[config.mk]
export PLATFORM = sky130hd
export DESIGN_NAME = fla_ctrl
export DESIGN_NICKNAME = d
export VERILOG_FILES = /design/src/rtl/fla_pkg.sv /design/src/rtl/fla_ctrl.sv
export SDC_FILE = /design/constraint.sdc
export NUM_CORES = 1
export LEC_CHECK = 0
export BUFFER_PORTS_ARGS = -buffer_cell sky130_fd_sc_hd__buf_2
export CAP_MARGIN = 20
export CORE_AREA = 3 3 40 42
export CTS_BUF_LIST = sky130_fd_sc_hd__clkbuf_4 sky130_fd_sc_hd__clkbuf_8
export CTS_CLUSTER_DIAMETER = 150
export DETAILED_ROUTE_END_ITERATION = 10
export DIE_AREA = 0 0 43 45
export SETUP_SLACK_MARGIN = 0.15
export SYNTH_ARGS = -nofsm -noshare
export SYNTH_HDL_FRONTEND = slang
export SYNTH_SLANG_ARGS = --single-unit
export TNS_END_PERCENT = 20
[constraint.sdc]
create_clock -name clk -period 1.03 [get_ports clk]
set_clock_uncertainty 0.15 [all_clocks]
set_input_delay 0.103 -clock clk [delete_from_list [all_inputs] [get_ports clk]]
set_output_delay 0.103 -clock clk [all_outputs]
set_load 0.005 [all_outputs]
[src/rtl/fla_pkg.sv]
package fla_pkg;

  // fixed widths of the port fields
  localparam int SLOT_FIELD_W  = 10;
  localparam int COUNT_FIELD_W = 11;
  localparam int STATUS_W      = 2;

  // request codes
  localparam logic FUNC_ACQUIRE = 1'b0;
  localparam logic FUNC_RECYCLE = 1'b1;

  // result status codes
  typedef enum logic [STATUS_W-1:0] {
    ST_ACQUIRED = 2'd0,
    ST_FULL     = 2'd1,
    ST_RECYCLED = 2'd2,
    ST_IGNORED  = 2'd3
  } status_t;

  // commands from controller to datapath
  typedef struct packed {
    logic load;    // capture the request on an input transfer
    logic commit;  // update state and load the result register
  } cmd_t;

endpackage

[src/rtl/fla_ctrl.sv]
module fla_ctrl (
  input  logic          clk,
  input  logic          rst,
  input  logic          in_valid,
  output logic          in_stall,
  output logic          out_valid,
  input  logic          out_stall,
  output fla_pkg::cmd_t cmd
);

  typedef enum logic [1:0] {
    S_IDLE = 2'b01,
    S_EXEC = 2'b10
  } state_t;

  state_t state;
  state_t state_next;
  logic   out_free;

  // handshake decode
  assign in_stall   = (state != S_IDLE);
  assign out_free   = !out_valid || !out_stall;
  assign cmd.load   = in_valid && !in_stall;
  assign cmd.commit = (state == S_EXEC) && out_free;

  // next state
  always_comb begin
    state_next = state;
    case (state)
      S_IDLE: begin
        if (cmd.load) begin
          state_next = S_EXEC;
        end
      end
      S_EXEC: begin
        if (out_free) begin
          state_next = S_IDLE;
        end
      end
      default: begin
        state_next = S_IDLE;
      end
    endcase
  end

  // state and result valid
  always_ff @(posedge clk) begin
    if (rst) begin
      state     <= S_IDLE;
      out_valid <= 1'b0;
    end else begin
      state <= state_next;
      if (cmd.commit) begin
        out_valid <= 1'b1;
      end else if (!out_stall) begin
        out_valid <= 1'b0;
      end
    end
  end

endmodule

# Word-level counts from Yosys, hierarchy flattened
# Index checks and enable logic that the tools add are counted.
dict set report classes {
  n_eq_ne 6
  n_mux 5
  n_reduce_logical 7
}
# cell n
set ops {}
lappend ops {{$mux 2} 2}
lappend ops {{$ne 2x1->1 const B} 2}
lappend ops {{$ne 2x2->1 const B} 2}
lappend ops {{$pmux 2 s2} 1}
lappend ops {{$logic_not 1->1} 3}
lappend ops {{$eq 2x1->1 const B} 1}
lappend ops {{$eq 2x2->1 const B} 1}
lappend ops {{$logic_and 1x1->1} 2}
lappend ops {{$mux 1} 2}
lappend ops {{$reduce_and 2->1} 1}
lappend ops {{$logic_or 1x1->1} 1}
dict set report word_totals {
  ff_bits 3
}

# Logic depth before layout (Yosys ltp)
# Gate-level depths: netlist of run 1.
dict set report logic_depth {
  word_depth 5
  ltp_mapped 2
  mapped_depth_nobuf 2
}

# Worst setup path before layout of run 1
# No wires, ideal clock.
dict set report synth_path {
  kind {register -> register}
  startpoint {reg out_valid}
  endpoint {reg state[0]}
  arrival_ps 649
  slack_ps 117
  path_stages_with_launch 3
  n_path_buf 0
  cell_sequence {dfxtp_1 -> nand4b_1 -> a21o_1}
}
dict set report synth_between {
  elab_chain_len 4
}
# item line
set synth_rtl {}
lappend synth_rtl {{from (decl)} fla_ctrl.sv:6} ;# output logic out_valid,
lappend synth_rtl {{from (signal assigned)} fla_ctrl.sv:50} ;# out_valid <= 1'b0;
lappend synth_rtl {{from (signal assigned)} fla_ctrl.sv:54} ;# out_valid <= 1'b1;
lappend synth_rtl {{from (signal assigned)} fla_ctrl.sv:56} ;# out_valid <= 1'b0;
lappend synth_rtl {{$logic_not 1->1} fla_ctrl.sv:22} ;# assign out_free = !out_valid || !out_stall;
lappend synth_rtl {{$logic_or 1x1->1} fla_ctrl.sv:22}
lappend synth_rtl {{$ne 2x2->1 (no line)} -}
lappend synth_rtl {{$reduce_and 2->1 (no line)} -}
lappend synth_rtl {{to (signal assigned)} fla_ctrl.sv:52} ;# state <= state_next;
lappend synth_rtl {{to (decl)} fla_ctrl.sv:16} ;# state_t state;
# Every way passes these cells.
# A chain may end at the register's enable or synchronous reset.

# Worst setup path in the final report of run 1
dict set report layout_path {
  startpoint {reg state[0]}
  endpoint {out in_stall}
}
dict set report layout_between {
  elab_chain_len 1
}
# item line
set layout_rtl {}
lappend layout_rtl {{$ne 2x1->1} fla_ctrl.sv:21} ;# assign in_stall = (state != S_IDLE);
lappend layout_rtl {{to (decl)} fla_ctrl.sv:5} ;# output logic in_stall,
# Every way passes these cells.

==> results of run 1 <==
==> critical path: stages, from the launching register on <==
cell	delay [ps]
dfxtp_2	330
or2b_1	220
buf_2	120
==> sequential cells by signal, indices dropped and copies added (netlist names) <==
signal     flops
out_valid      1
state          2
==> final cells by class <==
cell class / instances / area, um^2 / share of cell area
well taps: 15 / 18.8 / 0.0815
repair buffers: 8 / 42.5 / 0.185
flip-flops and latches: 3 / 63.8 / 0.277
clock buffers: 4 / 30.0 / 0.130
multi-input cells: 9 / 71.3 / 0.310
inverters: 1 / 3.75 / 0.0163
==> cells in the mapped netlist <==
library cell / number
a21oi_1: 3
dfxtp_1: 3
a21o_1: 1
inv_1: 1
nand2_1: 1
nand2b_1: 1
nand3b_1: 1
nand4b_1: 1
or2b_1: 1
==> stage by stage <==
step                setup TNS [ps]  instance area [um^2]
CTS                           -399                   226
detailed placement               0                   175
finish                        -353                   230
global route                  -502                   230
floorplan                        0                   121
global placement                 0                   175
==> repair_timing <==
action,CTS,global route
gates resized for setup,4,1
setup buffers,1,0
hold endpoints to repair,3,3
endpoints found under the setup margin,6,7
==> layer usage <==
| layer | wire length [um] | share of wire |
|---|---|---|
| met1 | 102 | 0.35 |
| met2 | 162 | 0.56 |
| met3 | 24 | 0.083 |
| met4 | 0 | 0 |
| met5 | 0 | 0 |
==> logic make-up (layout without fill, tap and decap cells) <==
| logic type | after synthesis | count (layout) | share of synthesized area |
|---|---|---|---|
| and+or+nand+nor | 5 | 5 | 0.281 |
| AOI/OAI and AO/OA | 4 | 4 | 0.187 |
| DFF | 3 | 3 | 0.500 |
| buffers and inverters | 1 | 13 | 0.0312 |
==> power by group through the flow <==
| stage | registers (mW) | logic, mW | clock network (mW) |
|---|---|---|---|
| after global routing | 0.130 | 0.0438 | 0.244 |
| final | 0.130 | 0.0396 | 0.227 |
| after CTS | 0.129 | 0.0388 | 0.242 |
| after detailed placement | 0.129 | 0.0315 | 0 |
| after global placement | 0.128 | 0.0309 | 0 |
| after floorplan | 0.128 | 0.0145 | 0 |
==> final timing paths <==
kind,startpoint,end,slack (ps),cells past startpoint
worst max register to register,state[1]$_SDFFE_PP0P_,state[0]$_SDFFE_PP1P_,-10,3
worst min register to register,out_valid$_SDFFE_PP0P_,out_valid$_SDFFE_PP0P_,330,2
worst min-delay path,rst,state[1]$_SDFFE_PP0P_,-100,2
worst max-delay path,state[0]$_SDFFE_PP1P_,in_stall,-120,2
==> impl_results.md, run 1 <==
* Placed Cells at 35
* First-pass GRT wire length at 414 um
* Hold WC Path Type: input port to flop
* Setup crit end kind: output port
* Proportion of layout cells with a drive suffix above 1 at 0.720
* GP Congestion at 0.642
* Crit path max fanout at 4
* Chip height at 45 um
* Clock tree buffer depth at 2
* Synth area leader: dfxtp_1
* Final worst path period share at 1.12
* Num rows at 13
* Worst skew pair latency at 230 ps
* Number of remaining DRC errors at 0
* Vias per cell at 3.68
* WL per Instance at 7.20 um
* Via count at 147
* Core area at 1280 um^2
* Die area at 1940 um^2
* Netlist Area Pre-Place at 120 um^2
* Gate power share at 0.100
* CTS Root Cell: clkbuf_4
* Initial antenna violation count at 0
* Arrival @ worst endpoint at 900 ps
* Fill count at 149
* Fin crit period at 1150 ps
* Post-DRT Antenna Nets at 0
* CP Data Required Time at 780 ps
* Total Wirelength at 288 um
* WS Path Type: flop to output port
* Total power at 0.396 mW
* Inserted Diodes at 0
* Most frequent cells in the layout: buf_2, clkbuf_4, dfxtp_2, a21oi_2
* Final nets at 30
* H-tree depth at 1
* Hold Fails Final Rpt at 3
* Avg Synthesized Cell Area at 9.24 um^2
* Status: finished with violations
* CTS tree: yes
* Post-synth cell types at 9
* Setup violators final at 4
* Startpoint types: flop
* Post-synthesis sequential area ratio at 0.500
* Area Overhead vs Synth at 91.7%
* Fmax at 0.869 GHz
* Clk sink count at 3
* Final core occ at 0.179
* TritonRoute pass-1 iters at 1
* Synth Instances at 13
* # IOs at 8
* Sw frac at 0.194
* RSZ-0062 raised after global routing: yes
* Fin cells at 40
* Overflow after GRT at 0
* Top cell type's share of synthesized area at 0.500
* PortBufs at 7
* Clock share of power at 0.573
* Psw at 0.0769 mW
* Pint at 0.319 mW
* Dpl ws at 71.6 ps
* Hold Worst Slack at -96.1 ps
* Final Max Tran Viols at 0
* Total GRT Usage at 0.0341
* Grt peak-use layer: met4
* Yosys reg bits at 3
* Met3 Track Usage GR at 0.0120
* Pleak at 0.116 nW
* Synth warnings at 0
* Clock-pin slew on the worst setup and hold paths at 40 ps
* Initial Util at 0.0935
* Largest net degree at the start of global routing at 5
* Num CTS Buffers at 3
* Seq pwr share at 0.327
* Post-Syn Nets at 17
* Maximum vdd ir drop at 206 uV
* Die X at 43 um
* Violated checks: hold timing, setup timing
* Relative slew slack at 0.898
* Worst Max-Slew Pin Slew at 152 ps
* Met1 usage at 0.0216
* Synth area leaders: dfxtp_1, a21oi_1, nand4b_1
* Vias in the first global route at 137
* Initial DRC Count at 0
* Most common cell after layout, fill and taps aside: buf_2
* Post-route setup slack at -121 ps
* Max-cap violations at 0
* Met2 Track Usage GR at 0.0509
* Pwr Density at 1720 nW/um^2
Power figures use the tool's default switching activity.
==> run 2, diff against run 1 <==
--- a/config.mk
+++ b/config.mk
@@ -13,6 +13,7 @@
 export DETAILED_ROUTE_END_ITERATION = 10
 export DIE_AREA = 0 0 43 45
 export SETUP_SLACK_MARGIN = 0.15
+export SKIP_LAST_GASP = 1
 export SYNTH_ARGS = -nofsm -noshare
 export SYNTH_HDL_FRONTEND = slang
 export SYNTH_SLANG_ARGS = --single-unit
==> run 2 against run 1 <==
Compared with the run above: critical path depth did not move; largest power group unchanged; clock-buffer cell count did not move; final cell count unchanged; sequential share of layout area rose by 0.46 points; design area down 1.6%; the flow still finishes with violations (hold timing, setup timing); critical path type unchanged; register-to-register slack is essentially flat.
==> impl_results.md, run 2 (synthesis gave the netlist of run 1 again) <==
* Status: finished with violations (unchanged)
* Violated checks: hold timing, setup timing (unchanged)
* Arrival @ worst endpoint at 900 ps (about the same)
* Clock-pin slew on the worst setup and hold paths at 40 ps (about the same)
* Final nets at 30 (unchanged)
* Overflow after GRT at 0 (unchanged)
* Pleak at 0.116 nW (about the same)
* Grt peak-use layer: met4 (unchanged)
* RSZ-0062 raised after global routing: yes (unchanged)
* Worst Max-Slew Pin Slew at 117 ps (was 152 ps)
* Num CTS Buffers at 3 (unchanged)
* Largest net degree at the start of global routing at 5 (unchanged)
* Most frequent cells in the layout: buf_2, clkbuf_4, dfxtp_2, a21oi_1 (was buf_2, clkbuf_4, dfxtp_2, a21oi_2)
* # IOs at 8 (unchanged)
* Top Registers: state: 2 flops, out_valid: 1 flops (unchanged)
* Most common cell after layout, fill and taps aside: buf_2 (unchanged)
* Maximum vdd ir drop at 205 uV (was 206 uV)
* Fin crit period at 1150 ps (about the same)
* Met3 Track Usage GR at 0.0120 (unchanged)
* Max-cap violations at 0 (unchanged)
* Total GRT Usage at 0.0341 (unchanged)
* Core area at 1280 um^2 (unchanged)
* Crit path max fanout at 4 (unchanged)
* Proportion of layout cells with a drive suffix above 1 at 0.680 (was 0.720)
* Setup crit end kind: output port (unchanged)
* Clock tree buffer depth at 2 (unchanged)
* Largest Register: state (unchanged)
* HP Start: rst (unchanged)
* Vias per cell at 3.65 (was 3.68)
* Number of remaining DRC errors at 0 (unchanged)
* Post-route setup slack at -122 ps (was -121 ps)
* PortBufs at 7 (unchanged)
* Met2 Track Usage GR at 0.0509 (unchanged)
* Met1 usage at 0.0216 (unchanged)
* Critical path buffers and inverters at 1 (unchanged)
* Top Family by Delay on Critical Path: flip-flops (unchanged)
* Worst path cell trace: or2b_1, buf_2 (unchanged)
* TritonRoute pass-1 iters at 1 (unchanged)
* CP Data Required Time at 780 ps (about the same)
* R2r startpoint: state[1]$_SDFFE_PP0P_ (unchanged)
* Initial DRC Count at 0 (unchanged)
* Via count at 146 (was 147)
* CTS Root Cell: clkbuf_4 (unchanged)
* Inserted Diodes at 0 (unchanged)
* Fmax at 0.868 GHz (was 0.869 GHz)
* Area Overhead vs Synth at 88.5% (was 91.7%)
* Clk sink count at 3 (unchanged)
* Num rows at 13 (unchanged)
* Slowest cell on the critical path: dfxtp_2 (unchanged)
* GP Congestion at 0.642 (unchanged)
* Pwr Density at 1750 nW/um^2 (was 1720 nW/um^2)
* WL per Instance at 7.05 um (was 7.20 um)
* Vias in the first global route at 137 (unchanged)
* CTS tree: yes (unchanged)
* Relative slew slack at 0.922 (was 0.898)
* Hold Fails Final Rpt at 3 (unchanged)
* Dpl ws at 71.6 ps (unchanged)
* Setup crit start: state[0]$_SDFFE_PP1P_ (unchanged)
* Post-DRT Antenna Nets at 0 (unchanged)
* Chip height at 45 um (unchanged)
* First-pass GRT wire length at 414 um (unchanged)
* Die area at 1940 um^2 (unchanged)
* Hold Worst Slack at -98.2 ps (was -96.1 ps)
* H-tree depth at 1 (unchanged)
* Initial Util at 0.0935 (unchanged)
* Worst skew pair latency at 230 ps (about the same)
* Hold WC Path Type: input port to flop (unchanged)
* Final Max Tran Viols at 0 (unchanged)
* Startpoint types: flop (unchanged)
* Total Wirelength at 282 um (was 288 um)
* Final worst path period share at 1.12 (about the same)
* Crit-path max cell delay at 330 ps (about the same)
* Die X at 43 um (unchanged)
* Initial antenna violation count at 0 (unchanged)
* Setup violators final at 4 (unchanged)
* Largest register FFs at 2 (unchanged)
* WS Path Type: flop to output port (unchanged)
* Total power at 0.396 mW (about the same)
* TNS Setup at -352 ps (was -353 ps)
==> run 2: cell count changes in the layout (fill, tap and decap cells not counted) <==
cell     before  now
a21oi_1       1    2
a21oi_2       2    1
==> run 2: per-layer routing <==
layer  routed length [um]  vias to the layer above
li1                     -                       70
met1                   93                       71
met2                  164                        5
met3                   24                        0
met4                    0                        0
met5                    0                        -
==> run 2: repair_timing <==
action,in CTS,in global routing
resized for setup,4,0
setup buffers,1,0
hold endpoints to repair,3,3
setup endpoints to repair,6,7
==> run 2: stage by stage <==
stage	hold WS, ps	std cells	cell area, um^2	utilization
3_3_place_gp	140	35	175	0.136
4_1_cts	-106	40	226	0.176
3_5_place_dp	147	35	175	0.136
6_report	-98.2	40	226	0.176
2_1_floorplan	14.7	13	121	-
5_1_grt	-82.5	40	226	0.176
==> run 2: worst register-to-register path, delay by kind of cell (launching register included) <==
family | cells | cell delay, ps
flops | 1 | 330
compound gates | 1 | 140
simple gates | 1 | 170
buf+inv | 1 | 150
==> run 2: report_power, final <==
group / total (mW) / internal, mW / switching [mW]
Clock: 0.229 / 0.171 / 0.0576
Combinational: 0.0380 / 0.0237 / 0.0143
Sequential: 0.130 / 0.124 / 0.00574
==> run 2: path summary, 6_finish.rpt <==
kind,endpoint,slack (ps),depth (start not counted)
worst max-delay path,in_stall,-120,2
worst max register to register,state[0]$_SDFFE_PP1P_,-10,3
worst min-delay path,state[1]$_SDFFE_PP0P_,-100,2
worst min register to register,out_valid$_SDFFE_PP0P_,330,2
==> run 2: cell type report <==
type,instances,area (um^2)
clock buffers,4,30.0
repair buffers,8,42.5
flip-flops and latches,3,63.8
inverters,1,3.75
well taps,15,18.8
fillers,151,1060
multi-input cells,9,67.6
==> run 3, diff against run 2 <==
--- a/config.mk
+++ b/config.mk
@@ -5,6 +5,7 @@
 export SDC_FILE = /design/constraint.sdc
 export NUM_CORES = 1
 export LEC_CHECK = 0
+export ABC_AREA = 1
 export BUFFER_PORTS_ARGS = -buffer_cell sky130_fd_sc_hd__buf_2
 export CAP_MARGIN = 20
 export CORE_AREA = 3 3 40 42
==> run 3 against run 2 <==
Compared with the run above: the flow still finishes with violations (hold timing, setup timing); highest routed layer unchanged; worst setup slack worse by 52 ps; sequential power is essentially flat; first-iteration DRC count rose by 1; register-to-register slack better by 140 ps; die area stayed put; sequential share of layout area decreased by 0.85 points; synthesized cell count is 38% higher; final cell count is 10% higher.
==> impl_results.md, run 3 <==
* Status: finished with violations (unchanged)
* Violated checks: hold timing, setup timing (unchanged)
* Initial DRC Count at 1 (was 0)
* Hold Worst Slack at -83.5 ps (was -98.2 ps)
* # Post-CTS Setup Buffers at 0 (was 1)
* Most common cell after layout, fill and taps aside: buf_2 (unchanged)
* Slowest cell on the critical path: dfxtp_1 (was dfxtp_2)
* Post-Syn Nets at 22 (was 17)
* Die area at 1940 um^2 (unchanged)
* Worst path cell trace: inv_2, nor2_4, inv_1, nor2_1, buf_2 (was or2b_1, buf_2)
* First-pass GRT wire length at 427 um (was 414 um)
* R2R setup slack at 130 ps (was -10 ps)
* Largest register FFs at 2 (unchanged)
* Post-route cell area at 229 um^2 (was 226 um^2)
* H-tree depth at 1 (unchanged)
* Max-cap violations at 0 (unchanged)
* Startpoint types: flop (unchanged)
* GP Congestion at 0.634 (was 0.642)
* Initial Util at 0.107 (was 0.0935)
* Critical path buffers and inverters at 3 (was 1)
* Dpl ws at 25.3 ps (was 71.6 ps)
* Met3 Track Usage GR at 0 (was 0.0120)
* Number of remaining DRC errors at 0 (unchanged)
* Post-route setup slack at -174 ps (was -122 ps)
* Largest net degree at the start of global routing at 4 (was 5)
* Vias in the first global route at 135 (was 137)
* Pleak at 0.127 nW (was 0.116 nW)
* R2r startpoint: out_valid$_SDFFE_PP0P_ (was state[1]$_SDFFE_PP0P_)
* Setup crit end kind: output port (unchanged)
* Core area at 1280 um^2 (unchanged)
* Hold Fails Final Rpt at 3 (unchanged)
* R2r worst-path depth at 5 (was 3)
* Post-synthesis sequential area ratio at 0.436 (was 0.500)
* Synth warnings at 0 (unchanged)
* Hold WC Path Type: input port to flop (unchanged)
* Fin crit period at 1200 ps (was 1150 ps)
* Relative slew slack at 0.933 (was 0.922)
* Top cell type's share of synthesized area at 0.436 (was 0.500)
* Async SR Flop Fraction at 0 (unchanged)
* PortBufs at 7 (unchanged)
* Met1 usage at 0.0217 (was 0.0216)
* Fill count at 153 (was 151)
* Placed Area at 193 um^2 (was 175 um^2)
* Final core occ at 0.178 (was 0.176)
* Total Wirelength at 292 um (was 282 um)
* Num rows at 13 (unchanged)
* Yosys reg bits at 3 (unchanged)
* Initial antenna violation count at 0 (unchanged)
* Post-synth EDFFs at 0 (unchanged)
* TNS Setup at -269 ps (was -352 ps)
* Vias per cell at 3.14 (was 3.65)
* Synth Instances at 18 (was 13)
* Final nets at 34 (was 30)
* Met2 Track Usage GR at 0.0539 (was 0.0509)
* Most frequent cells in the layout: buf_2, nand2_1, inv_1, clkbuf_4 (was buf_2, clkbuf_4, dfxtp_2, a21oi_1)
* Pwr Density at 1730 nW/um^2 (was 1750 nW/um^2)
* Proportion of layout cells with a drive suffix above 1 at 0.655 (was 0.680)
* Fin cells at 44 (was 40)
* HP Start: rst (unchanged)
* TritonRoute pass-1 iters at 2 (was 1)
* Crit path max fanout at 3 (was 4)
* Grt peak-use layer: met4 (unchanged)
* CTS Root Cell: clkbuf_4 (unchanged)
* Arrival @ worst endpoint at 950 ps (was 900 ps)
* Synth area leaders: dfxtp_1, a21oi_2, inv_1 (was dfxtp_1, a21oi_1, nand4b_1)
* Placed Cells at 40 (was 35)
* Chip height at 45 um (unchanged)
* Clock tree buffer depth at 2 (unchanged)
* Clk sink count at 3 (unchanged)
* Final Max Tran Viols at 0 (unchanged)
* Critical R2R Capture: state[0]$_SDFFE_PP1P_ (unchanged)
* Inserted Diodes at 0 (unchanged)
* Synth area leader: dfxtp_1 (unchanged)
* Crit-path max cell delay at 310 ps (was 330 ps)
* CP Data Required Time at 780 ps (about the same)
* Total GRT Usage at 0.0375 (was 0.0341)
* Top Family by Delay on Critical Path: flip-flops (unchanged)
* Post-DRT Antenna Nets at 0 (unchanged)
* Setup violators final at 3 (was 4)
* Maximum vdd ir drop at 229 uV (was 205 uV)
* Worst skew pair latency at 230 ps (about the same)
* Largest Register: state (unchanged)
* Fmax at 0.830 GHz (was 0.868 GHz)
* Synth Flop Type: dfxtp_1 (unchanged)
* Hold path cells at 2 (unchanged)
* Clock-pin slew on the worst setup and hold paths at 40 ps (about the same)
* Post-synth cell types at 9 (unchanged)
* CTS tree: yes (unchanged)
* WL per Instance at 6.64 um (was 7.05 um)
* Overflow after GRT at 0 (unchanged)
* # IOs at 8 (unchanged)
* WS Path Type: flop to output port (unchanged)
* Most frequent cells after synthesis: inv_1, nand2_1, dfxtp_1, a21oi_2 (was a21oi_1, dfxtp_1)
* Worst Max-Slew Pin Slew at 100 ps (was 117 ps)
* Final worst path period share at 1.17 (was 1.12)
* Netlist Area Pre-Place at 138 um^2 (was 120 um^2)
* Avg Synthesized Cell Area at 7.65 um^2 (was 9.24 um^2)
* Top Registers: state: 2 flops, out_valid: 1 flops (unchanged)
* Die X at 43 um (unchanged)
* Crit. path cell count at 5 (was 2)
* Worst hold path endpoint: out_valid$_SDFFE_PP0P_ (was state[1]$_SDFFE_PP0P_)
* Total power at 0.396 mW (about the same)
* Num CTS Buffers at 3 (unchanged)
* RSZ-0062 raised after global routing: yes (unchanged)
* Area Overhead vs Synth at 66.4% (was 88.5%)
* Via count at 138 (was 146)
[run 3: cell count changes after synthesis, moves of 2 or more]
cell,delta
a21oi_2,+2
nand2_1,+3
inv_1,+3
a21oi_1,-3
[run 3: routing by layer]
| metal | wire [um] | vias up | part of all wire |
|---|---|---|---|
| met5 | 0 | - | 0 |
| met4 | 0 | 0 | 0 |
| met3 | 28 | 0 | 0.096 |
| met2 | 164 | 5 | 0.56 |
| met1 | 99 | 59 | 0.34 |
| li1 | - | 74 | - |
[run 3: logic make-up after synthesis]
group / after synthesis / synth area share
AND/OR/NAND/NOR: 8 / 0.300
flip-flops: 3 / 0.436
AO/OA/AOI/OAI: 2 / 0.127
buffers and inverters: 5 / 0.136
[run 3: report_power, final]
group          switching, mW  internal (mW)
combinational         0.0194         0.0176
sequential           0.00461          0.123
clock                 0.0596          0.171
[run 3: cell type report]
cell class              count  area [um^2]  share of cell area
well taps                  15         18.8              0.0820
multi-input cells          10         63.8               0.279
clock buffers               4         30.0               0.131
inverters                   5         18.8              0.0820
repair buffers              7         35.0               0.153
flip-flops and latches      3         62.6               0.273
[run 3: timing repair]
| item | in CTS | in global routing |
|---|---|---|
| resized for setup | 2 | 0 |
| endpoints found under the hold margin | 3 | 3 |
| setup endpoints to repair | 5 | 6 |
| cloned | 0 | 0 |
[run 3: worst max-delay path by stage]
stage	startpoint	to	slack [ps]
4_1_cts	state[1]$_SDFFE_PP0P_	cmd[0]	-210
6_report	state[1]$_SDFFE_PP0P_	cmd[0]	-170
2_1_floorplan	out_valid$_SDFFE_PP0P_	state[0]$_SDFFE_PP1P_	160
3_3_place_gp	state[1]$_SDFFE_PP0P_	cmd[0]	30
3_5_place_dp	state[0]$_SDFFE_PP1P_	cmd[0]	30
5_1_grt	state[1]$_SDFFE_PP0P_	cmd[0]	-230
